<file path="config.mk">
export PLATFORM = sky130hd
export DESIGN_NAME = serial_eeprom_two_wire_slave_core_flat
export DESIGN_NICKNAME = d
export VERILOG_FILES = /design/src/sv/seep_pkg.sv /design/src/sv/seep_in_if.sv /design/src/sv/seep_out_if.sv /design/src/sv/seep_mem.sv /design/src/sv/seep_ctrl.sv /design/src/sv/serial_eeprom_two_wire_slave_core.sv /design/src/flat_wrapper.sv
export SDC_FILE = /design/constraint.sdc
export NUM_CORES = 2
export LEC_CHECK = 0
export BUFFER_PORTS_ARGS = -buffer_cell sky130_fd_sc_hd__buf_2
export CORE_AREA = 5 5 419 421
export CTS_BUF_LIST = sky130_fd_sc_hd__clkbuf_16
export DETAILED_ROUTE_END_ITERATION = 10
export DIE_AREA = 0 0 424 426
export PLACE_DENSITY = 0.73
export SYNTH_ARGS = -nofsm -noshare
export SYNTH_HDL_FRONTEND = slang
export SYNTH_SLANG_ARGS = --single-unit
</file>
<file path="constraint.sdc">
create_clock -name i_clk -period 19 [get_ports i_clk]
set_input_delay 1.9 -clock i_clk [delete_from_list [all_inputs] [get_ports i_clk]]
set_output_delay 1.9 -clock i_clk [all_outputs]
set_load 0.01 [all_outputs]
</file>
<file path="src/sv/seep_pkg.sv">
`timescale 1ns / 1ps
// shared types and constants for the two-wire serial eeprom slave
// no dependencies

package seep_pkg;

    localparam int MEMORY_BYTES = 256;
    localparam int COUNT_W      = 5;
    localparam int CLK_BIT      = 5;
    localparam int DAT_BIT      = 6;

    localparam logic [COUNT_W-1:0] CNT_LAST_BIT = COUNT_W'(7);
    localparam logic [COUNT_W-1:0] CNT_ACK      = COUNT_W'(8);
    localparam logic [COUNT_W-1:0] CNT_WORD_END = COUNT_W'(16);

    typedef enum logic [2:0] {
        PH_STANDBY = 3'd0,
        PH_DEVICE  = 3'd1,
        PH_WORD    = 3'd2,
        PH_READ    = 3'd3,
        PH_WRITE   = 3'd4
    } t_phase;

    typedef enum logic {
        STYLE_C01 = 1'b0,
        STYLE_C02 = 1'b1
    } t_style;

    typedef struct packed {
        logic       we;
        logic [7:0] waddr;
        logic [7:0] wdata;
        logic       re;
        logic [7:0] raddr;
    } t_mem_req;

endpackage

</file>
<file path="src/sv/seep_in_if.sv">
`timescale 1ns / 1ps
// input channel: pin write or backdoor load transaction
// no dependencies

interface seep_in_if;
    logic       valid;
    logic       ready;
    logic       mode;
    logic [7:0] port_byte;
    logic [7:0] load_address;
    logic [7:0] load_value;

    modport source (output valid, mode, port_byte, load_address, load_value, input ready);
    modport sink   (input valid, mode, port_byte, load_address, load_value, output ready);
endinterface

</file>
<file path="src/sv/seep_out_if.sv">
`timescale 1ns / 1ps
// output channel: data-out bit and bus phase per transaction
// no dependencies

interface seep_out_if;
    logic       valid;
    logic       ready;
    logic       data_out;
    logic [2:0] phase;

    modport source (output valid, data_out, phase, input ready);
    modport sink   (input valid, data_out, phase, output ready);
endinterface

</file>
<file path="src/sv/seep_mem.sv">
`timescale 1ns / 1ps
// eeprom byte store with per-entry valid bits and registered read
// depends on seep_pkg

module seep_mem #(
    parameter int MEMORY_BYTES = seep_pkg::MEMORY_BYTES
) (
    input  logic               i_clk,
    input  logic               i_rst_n,
    input  seep_pkg::t_mem_req i_req,
    output logic [7:0]         o_rdata
);

    localparam int AW = (MEMORY_BYTES > 1) ? $clog2(MEMORY_BYTES) : 1;
    localparam logic [8:0] MB9 = 9'(MEMORY_BYTES);

    function automatic logic [AW-1:0] f_index(input logic [7:0] a);
        logic [8:0] ext;
        ext = {1'b0, a};
        if (ext >= MB9) begin
            ext = ext - MB9;
        end
        return ext[AW-1:0];
    endfunction

    logic [7:0]              r_mem [MEMORY_BYTES];
    logic [MEMORY_BYTES-1:0] r_valid;
    logic [7:0]              r_rdata;
    logic                    r_rvalid;
    logic [AW-1:0]           waddr;
    logic [AW-1:0]           raddr;

    assign waddr = f_index(i_req.waddr);
    assign raddr = f_index(i_req.raddr);

    always_ff @(posedge i_clk) begin
        if (!i_rst_n) begin
            r_valid <= '0;
        end else if (i_req.we) begin
            r_valid[waddr] <= 1'b1;
        end
    end

    always_ff @(posedge i_clk) begin
        if (i_req.we) begin
            r_mem[waddr] <= i_req.wdata;
        end
    end

    always_ff @(posedge i_clk) begin
        if (i_req.re) begin
            r_rdata  <= r_mem[raddr];
            r_rvalid <= r_valid[raddr];
        end
    end

    assign o_rdata = r_rvalid ? r_rdata : 8'h00;

endmodule

</file>
<file path="src/sv/seep_ctrl.sv">
`timescale 1ns / 1ps
// bus decoder: start/stop detection, bit shifting, phase sequencing, result register
// depends on seep_pkg, seep_in_if, seep_out_if

module seep_ctrl (
    input  logic               i_clk,
    input  logic               i_rst_n,
    input  logic               i_chip_style,
    seep_in_if.sink            i_in,
    seep_out_if.source         o_out,
    output seep_pkg::t_mem_req o_mem_req,
    input  logic [7:0]         i_mem_rdata
);

    localparam int CW = seep_pkg::COUNT_W;

    seep_pkg::t_phase r_phase, n_phase;
    logic [7:0]       r_control_shift, n_control_shift;
    logic [7:0]       r_word_pointer, n_word_pointer;
    logic [7:0]       r_byte_shift, n_byte_shift;
    logic             r_bs_mem, n_bs_mem;
    logic [CW-1:0]    r_bit_count, n_bit_count;
    logic             r_prev_data, n_prev_data;
    logic             r_prev_clock, n_prev_clock;
    logic             r_out_bit, n_out_bit;
    logic             r_o_valid, n_o_valid;
    logic             r_o_data, n_o_data;
    logic [2:0]       r_o_phase, n_o_phase;

    logic             accept;
    logic             scl;
    logic             sda;
    logic [7:0]       bs_eff;
    logic [CW-1:0]    cnt_inc;
    logic [7:0]       bs_wr;
    seep_pkg::t_mem_req mem_req;

    assign i_in.ready = !r_o_valid || o_out.ready;
    assign accept     = i_in.valid && i_in.ready;
    assign scl        = i_in.port_byte[seep_pkg::CLK_BIT];
    assign sda        = i_in.port_byte[seep_pkg::DAT_BIT];
    assign bs_eff     = r_bs_mem ? i_mem_rdata : r_byte_shift;
    assign cnt_inc    = r_bit_count + CW'(1);
    assign bs_wr      = {bs_eff[6:0], sda};

    always_comb begin
        n_phase         = r_phase;
        n_control_shift = r_control_shift;
        n_word_pointer  = r_word_pointer;
        n_byte_shift    = bs_eff;
        n_bs_mem        = 1'b0;
        n_bit_count     = r_bit_count;
        n_prev_data     = r_prev_data;
        n_prev_clock    = r_prev_clock;
        n_out_bit       = r_out_bit;
        mem_req         = '0;

        if (accept) begin
            if (i_in.mode) begin
                mem_req.we    = 1'b1;
                mem_req.waddr = i_in.load_address;
                mem_req.wdata = i_in.load_value;
            end else begin
                if (r_prev_clock && scl) begin
                    if (r_prev_data && !sda) begin
                        n_phase         = seep_pkg::PH_DEVICE;
                        n_bit_count     = '0;
                        n_control_shift = '0;
                    end else if (!r_prev_data && sda) begin
                        n_phase = seep_pkg::PH_STANDBY;
                    end
                end else if (!r_prev_clock && scl) begin
                    unique case (r_phase)
                        seep_pkg::PH_DEVICE: begin
                            if (r_bit_count < seep_pkg::CNT_LAST_BIT) begin
                                n_control_shift = {r_control_shift[6:0], sda};
                            end else if (i_chip_style == seep_pkg::STYLE_C01) begin
                                n_word_pointer = r_control_shift;
                                n_phase = sda ? seep_pkg::PH_READ : seep_pkg::PH_WRITE;
                            end else begin
                                n_phase = sda ? seep_pkg::PH_READ : seep_pkg::PH_WORD;
                            end
                            n_bit_count = cnt_inc;
                        end
                        seep_pkg::PH_WORD: begin
                            if (i_chip_style == seep_pkg::STYLE_C02) begin
                                if (r_bit_count == seep_pkg::CNT_ACK) begin
                                    n_word_pointer = '0;
                                    n_out_bit      = 1'b0;
                                    n_bit_count    = cnt_inc;
                                end else begin
                                    n_word_pointer = {r_word_pointer[6:0], sda};
                                    if (r_bit_count == seep_pkg::CNT_WORD_END) begin
                                        n_bit_count = seep_pkg::CNT_ACK;
                                        n_phase     = seep_pkg::PH_WRITE;
                                    end else begin
                                        n_bit_count = cnt_inc;
                                    end
                                end
                            end
                        end
                        seep_pkg::PH_READ: begin
                            if (r_bit_count == seep_pkg::CNT_ACK) begin
                                n_out_bit     = 1'b0;
                                mem_req.re    = 1'b1;
                                mem_req.raddr = r_word_pointer;
                                n_bs_mem      = 1'b1;
                                n_bit_count   = '0;
                            end else begin
                                n_out_bit    = bs_eff[7];
                                n_byte_shift = {bs_eff[6:0], 1'b0};
                                n_bit_count  = cnt_inc;
                                if (r_bit_count == seep_pkg::CNT_LAST_BIT) begin
                                    n_word_pointer = r_word_pointer + 8'd1;
                                end
                            end
                        end
                        seep_pkg::PH_WRITE: begin
                            if (r_bit_count == seep_pkg::CNT_ACK) begin
                                n_out_bit    = 1'b0;
                                n_byte_shift = '0;
                                n_bit_count  = '0;
                            end else begin
                                n_byte_shift = bs_wr;
                                n_bit_count  = cnt_inc;
                                if (r_bit_count == seep_pkg::CNT_LAST_BIT) begin
                                    mem_req.we     = 1'b1;
                                    mem_req.waddr  = r_word_pointer;
                                    mem_req.wdata  = bs_wr;
                                    n_word_pointer = r_word_pointer + 8'd1;
                                end
                            end
                        end
                        default: begin
                        end
                    endcase
                end
                n_prev_data  = sda;
                n_prev_clock = scl;
            end
        end
    end

    always_comb begin
        n_o_valid = r_o_valid;
        n_o_data  = r_o_data;
        n_o_phase = r_o_phase;
        if (accept) begin
            n_o_valid = 1'b1;
            n_o_data  = n_out_bit;
            n_o_phase = n_phase;
        end else if (o_out.ready) begin
            n_o_valid = 1'b0;
        end
    end

    always_ff @(posedge i_clk) begin
        if (!i_rst_n) begin
            r_phase         <= seep_pkg::PH_STANDBY;
            r_control_shift <= '0;
            r_word_pointer  <= '0;
            r_byte_shift    <= '0;
            r_bs_mem        <= 1'b0;
            r_bit_count     <= '0;
            r_prev_data     <= 1'b0;
            r_prev_clock    <= 1'b0;
            r_out_bit       <= 1'b0;
            r_o_valid       <= 1'b0;
        end else begin
            r_phase         <= n_phase;
            r_control_shift <= n_control_shift;
            r_word_pointer  <= n_word_pointer;
            r_byte_shift    <= n_byte_shift;
            r_bs_mem        <= n_bs_mem;
            r_bit_count     <= n_bit_count;
            r_prev_data     <= n_prev_data;
            r_prev_clock    <= n_prev_clock;
            r_out_bit       <= n_out_bit;
            r_o_valid       <= n_o_valid;
        end
    end

    always_ff @(posedge i_clk) begin
        r_o_data  <= n_o_data;
        r_o_phase <= n_o_phase;
    end

    assign o_mem_req      = mem_req;
    assign o_out.valid    = r_o_valid;
    assign o_out.data_out = r_o_data;
    assign o_out.phase    = r_o_phase;

    a_no_rw_same_cycle: assert property (@(posedge i_clk) disable iff (!i_rst_n)
        !(mem_req.we && mem_req.re))
        else $error("memory read and write in one transaction");

    a_read_in_read_phase: assert property (@(posedge i_clk) disable iff (!i_rst_n)
        mem_req.re |-> (r_phase == seep_pkg::PH_READ && r_bit_count == seep_pkg::CNT_ACK))
        else $error("memory read outside read ack slot");

    a_count_bound: assert property (@(posedge i_clk) disable iff (!i_rst_n)
        r_bit_count <= seep_pkg::CNT_WORD_END)
        else $error("bit count out of range");

    a_start_enters_device: assert property (@(posedge i_clk) disable iff (!i_rst_n)
        (accept && !i_in.mode && r_prev_clock && scl && r_prev_data && !sda)
        |=> (r_phase == seep_pkg::PH_DEVICE && r_bit_count == '0))
        else $error("start condition did not restart the device phase");

    a_stall_holds_result: assert property (@(posedge i_clk) disable iff (!i_rst_n)
        (r_o_valid && !o_out.ready) |-> !i_in.ready)
        else $error("transaction accepted while result stalled");

endmodule

</file>
<file path="src/sv/serial_eeprom_two_wire_slave_core.sv">
`timescale 1ns / 1ps
// result: registered, presented in the cycle after its transaction is accepted
// throughput: one transaction per cycle; the result register stalls input only
//   while a result waits unconsumed on the output channel
// reset: synchronous active low; bus state, counters and pin history clear,
//   chip_style returns to 24c02 style, and per-byte valid flags make every
//   memory byte read as zero until written, with no clearing pass
// top level of the two-wire serial eeprom slave; depends on seep_pkg,
// seep_in_if, seep_out_if, seep_mem, seep_ctrl

module serial_eeprom_two_wire_slave_core #(
    parameter int MEMORY_BYTES = seep_pkg::MEMORY_BYTES
) (
    input  logic       i_clk,
    input  logic       i_rst_n,
    input  logic       i_cfg_we,
    input  logic       i_cfg_wdata,
    seep_in_if.sink    i_in,
    seep_out_if.source o_out
);

    logic               r_chip_style;
    seep_pkg::t_mem_req mem_req;
    logic [7:0]         mem_rdata;

    always_ff @(posedge i_clk) begin
        if (!i_rst_n) begin
            r_chip_style <= seep_pkg::STYLE_C02;
        end else if (i_cfg_we) begin
            r_chip_style <= i_cfg_wdata;
        end
    end

    seep_ctrl u_ctrl (
        .i_clk        (i_clk),
        .i_rst_n      (i_rst_n),
        .i_chip_style (r_chip_style),
        .i_in         (i_in),
        .o_out        (o_out),
        .o_mem_req    (mem_req),
        .i_mem_rdata  (mem_rdata)
    );

    seep_mem #(
        .MEMORY_BYTES (MEMORY_BYTES)
    ) u_mem (
        .i_clk   (i_clk),
        .i_rst_n (i_rst_n),
        .i_req   (mem_req),
        .o_rdata (mem_rdata)
    );

endmodule

</file>
<file path="src/flat_wrapper.sv">
// flat-port wrapper written by rule: the top's interface ports become plain ports
module serial_eeprom_two_wire_slave_core_flat 
#(
    parameter int MEMORY_BYTES = seep_pkg::MEMORY_BYTES
)
  (i_clk, i_rst_n, i_cfg_we, i_cfg_wdata, i_in_valid, i_in_mode, i_in_port_byte, i_in_load_address, i_in_load_value, i_in_ready, o_out_valid, o_out_data_out, o_out_phase, o_out_ready);
  seep_in_if i_in_i ();
  seep_out_if o_out_i ();
  input  logic i_clk;
  input  logic i_rst_n;
  input  logic i_cfg_we;
  input  logic i_cfg_wdata;
  input wire logic [$bits(i_in_i.valid)-1:0] i_in_valid;
  input wire logic [$bits(i_in_i.mode)-1:0] i_in_mode;
  input wire logic [$bits(i_in_i.port_byte)-1:0] i_in_port_byte;
  input wire logic [$bits(i_in_i.load_address)-1:0] i_in_load_address;
  input wire logic [$bits(i_in_i.load_value)-1:0] i_in_load_value;
  output wire logic [$bits(i_in_i.ready)-1:0] i_in_ready;
  output wire logic [$bits(o_out_i.valid)-1:0] o_out_valid;
  output wire logic [$bits(o_out_i.data_out)-1:0] o_out_data_out;
  output wire logic [$bits(o_out_i.phase)-1:0] o_out_phase;
  input wire logic [$bits(o_out_i.ready)-1:0] o_out_ready;
  assign i_in_i.valid = i_in_valid;
  assign i_in_i.mode = i_in_mode;
  assign i_in_i.port_byte = i_in_port_byte;
  assign i_in_i.load_address = i_in_load_address;
  assign i_in_i.load_value = i_in_load_value;
  assign i_in_ready = i_in_i.ready;
  assign o_out_valid = o_out_i.valid;
  assign o_out_data_out = o_out_i.data_out;
  assign o_out_phase = o_out_i.phase;
  assign o_out_i.ready = o_out_ready;
  serial_eeprom_two_wire_slave_core #(.MEMORY_BYTES(MEMORY_BYTES)) u_core (.i_clk(i_clk), .i_rst_n(i_rst_n), .i_cfg_we(i_cfg_we), .i_cfg_wdata(i_cfg_wdata), .i_in(i_in_i), .o_out(o_out_i));
endmodule
</file>
==> flow_summary_export.csv <==
group,metric,value,unit
sta,final_max_slew_viol_count,0,
outcome,result_of_the_run,"completed",
power_and_ir_drop,p_leak,31.70,nW
global_route,grt_start_max_net_pins,225,
logic_synthesis,cell_count_after_synthesis,7066,
global_route,grt_first_pass_wirelength,403400,um
setup_path,critical_path_depth,14,
routing,antenna_left,0,
global_route,grt_antenna_before_repair,8,
clocking,cts_setup_buffers,0,
logic_synthesis,postSynthAreaPerCell,13.51,um2
setup_path,timing.rr.end,"u_core.u_mem.r_rdata[6]",
floorplanning,overall_die_area,0.1806,mm2
floorplanning,io_pins,37,
routing,num_vias,63380,
setup_path,crit_path_from,"i_in_mode",
layout,final_layout_size_suffix_gt1_share,8.187,%
routing,top_layer,"met5",
clocking,clkLatencyLatePin,0.87,ns
sta,max_slew.worst_pin.slew,1.330,ns
clocking,post_cts_resize_count,0,
clocking,cts_sinks,2355,
floorplanning,chipWidth,424,um
routing,drt_wl_total,276500,um
floorplanning,core.rowCount,152,
routing,detail_route.drc_violations,0,
power_and_ir_drop,vdd_ir_drop_max,0.1067,mV
setup_path,cp_top_family,"simple AND/OR/NAND/NOR gates",
layout,layout.cells.most_common,"sky130_fd_sc_hd__edfxtp_1",
routing,dr_wl_met3,35670,um
routing,met2_length,124100,um
setup_path,cp_slowest_stage_delay,0.94,ns
clocking,cts_hold_bufs,0,
setup_path,cpMaxStageDelayCell,"sky130_fd_sc_hd__nor4_1",
layout,post_layout_nonfiller_instances,9324,
clocking,cts_htree_levels,4,
placed_design,port_buffers,30,
setup_path,setup.worst_path.end,"u_core.u_mem.r_rdata[6]",
logic_synthesis,synth.lib_cells_used.distinct,72,
logic_synthesis,yosys_warnings,0,
sta,max_clock_freq,0.1344,GHz
setup_path,setup.worst_path.end_class,"register",
floorplanning,fp.dieH,426,um
global_route,global_route_usage_over_all_layers,29.98,%
routing,m1WireLength,102300,um
logic_synthesis,synth_async_sr_flop_share,0,%
clocking,clkTransAtPathRegs,0.06,ns
logic_synthesis,synth.net_count,7100,
placed_design,dpl-instance-area,0.09756,mm2
layout,fin_util,61.21,%
setup_path,path_common_cell,"sky130_fd_sc_hd__buf_4",
global_route,gr-total-overflow,0,
setup_path,req_time_crit_path,19.61,ns
setup_path,arrival,8.06,ns
min_path,min_path_type,"reg -> reg",
logic_synthesis,number_of_synthesized_register_bits,2355,
sta,final.min_clock_period,7.443,ns
layout,fillerInstances,12570,
clocking,ctsRootBufferMaster,"sky130_fd_sc_hd__clkbuf_16",
setup_path,worstSetupStartpointType,"input pin",
layout,fin_area,0.1047,mm2
clocking,ctsLongestPathBuffers,3,
sta,relSlewSlack,11.33,%
sta,finalHoldWorstSlack,0.4581,ns
layout,fin_nets,6921,
sta,setup_violations,0,
logic_synthesis,dominantRegCellSynth,"sky130_fd_sc_hd__edfxtp_1",
setup_path,r2r_slack,12.39,ns
logic_synthesis,syn_area,0.09543,mm2
routing,mean_routed_wirelength_per_cell,29.65,um
flow_run,max_cap_violations,0,
routing,detail_route.iter0.violations,10380,
logic_synthesis,synth.yosys.seq_area_share,71.02,%
setup_path,critPathBufInv,4,
power_and_ir_drop,powerDensity,95.61,mW/mm2
logic_synthesis,post_synth_edffs,2061,
floorplanning,placeableCoreArea,0.1710,mm2
setup_path,path_max_fanout,39,
setup_path,worstRegToRegCells,15,
routing,routed_via_density,6.797,
sta,final-hold-violation-count,0,
setup_path,crit_chain,"buf_2 > buf_4 > or3b_1 > nor4_4 > nand2_2 > nor2_4 > buf_4 > buf_4 > a211oi_1 > nor4_1 > o22ai_1 > a211oi_1 > o21ai_0 > a211o_1",
placed_design,hpwl,155800,um
setup_path,startpoint_of_the_worst_slack_reg_to_reg_timing_path,"u_core.u_ctrl.r_bit_count[0]",
layout,layout.cells.most_common_list,"2061 x sky130_fd_sc_hd__edfxtp_1, 1071 x sky130_fd_sc_hd__a21oi_1, 465 x sky130_fd_sc_hd__mux2i_1",
placed_design,place.gp.congestion,0.8871,
setup_path,worstSetupPathType,"in -> reg",
sta,grt_setup_unrepaired,"no",
routing,firstDrtPassIters,8,
sta,finalCritPeriodShare,39.17,%
global_route,number_of_global_route_vias_before_repair,59820,
floorplanning,initial_core_util,55.82,%
sta,max_clock_skew,0.03191,ns
clocking,cts_tree,"done",
placed_design,dpl.cell_count,8897,
layout,syn2layout_area_growth,9.668,%
sta,finalSetupTns,0,ns
clocking,cts-buffers-inserted,221,
worst register-to-register path, delay by kind of cell, from the launching register on:
kind            cells  cell delay [ns]
simple gates        5             2.43
compound gates      5             1.82
buf+inv             4             1.53
flops               1             0.34
fa+ha+maj           1             0.25
power breakdown:
part	switching (mW)	total (mW)	internal, mW
clock network	1.89	4.32	2.43
registers	0.00166	5.59	5.58
logic	0.0848	0.0989	0.0141
logic make-up (layout without fill, tap and decap cells):
kind of cell	count (synthesis)	after routing	share of synthesized area [%]
compound gates	2446	2446	15.73
xor+xnor	2	2	0.01836
fa+ha+maj	3	3	0.03934
buf+inv	572	590	2.361
flops	2355	2355	71.02
mux	525	525	5.585
other cells	0	7	0
simple gates	1163	1163	5.251
synth_stat cells (all sizes together), types with 33 or more instances:
master,count,share of area [%]
nor2b,69,0.45
o211ai,34,0.27
nand2,448,1.8
nor2,423,1.7
a21oi,1071,5.6
mux2i,465,4.9
a22oi,41,0.32
a211oi,268,2.1
mux2,60,0.71
a2111oi,48,0.44
o22ai,57,0.37
a2bb2oi,117,1.1
dfxtp,294,6.2
edfxtp,2061,65
nor3,71,0.38
buf,144,0.68
o21a,257,2.0
clkbuf,420,1.7
nand3,68,0.36
o31a,33,0.30
o21ai,387,2.0
sequential cells by signal, indices dropped and copies added (netlist names), 3 cells and up:
name                           cells
u_core.u_mem.r_mem              2048
u_core.u_mem.r_valid             256
u_core.u_ctrl.r_byte_shift         8
u_core.u_ctrl.r_control_shift      8
u_core.u_ctrl.r_word_pointer       8
u_core.u_mem.r_rdata               8
u_core.u_ctrl.r_bit_count          5
u_core.u_ctrl.o_out.phase          3
u_core.u_ctrl.r_phase              3
per-layer routing:
metal / track usage [%] / up-vias
met3: 8.115 / 767
met1: 41.14 / 31370
met4: 14.07 / 10
met5: 0 / -
li1: - / 26800
met2: 44.92 / 4432
worst min path at each step:
stage	startpoint	end	depth (start not counted)	slack (ns)
after CTS	u_core.u_mem.r_valid[94]	u_core.u_mem.r_valid[94]	1	0.46
after floorplan	u_core.u_mem.r_valid[106]	u_core.u_mem.r_valid[106]	1	0.43
after detailed placement	u_core.u_mem.r_valid[94]	u_core.u_mem.r_valid[94]	1	0.45
after global placement	u_core.u_mem.r_valid[46]	u_core.u_mem.r_valid[46]	1	0.44
final	u_core.u_mem.r_valid[46]	u_core.u_mem.r_valid[46]	1	0.46
after global routing	u_core.u_mem.r_valid[209]	u_core.u_mem.r_valid[209]	1	0.47
stage by stage:
| step | setup WS [ns] | power (mW) |
|---|---|---|
| 2_1_floorplan | 3.822 | 5.755 |
| 3_3_place_gp | 11.08 | 5.788 |
| 3_5_place_dp | 11.00 | 5.792 |
| 4_1_cts | 11.90 | 10.02 |
| 5_1_grt | 11.63 | 10.25 |
| 6_report | 11.56 | 10.01 |
area by class of cell:
cell class              instances  area, um2  area share (%)
diodes                          7      17.52         0.01674
clock buffers                 228       5705           5.452
clock inverters               192       1370           1.309
inverters                       8      30.03         0.02869
multi-input cells            4139      25640           24.50
flip-flops and latches       2355      67780           64.77
well taps                    2233       2794           2.670
repair buffers                162       1314           1.255
Note: power is estimated with default switching activity, not from simulation.
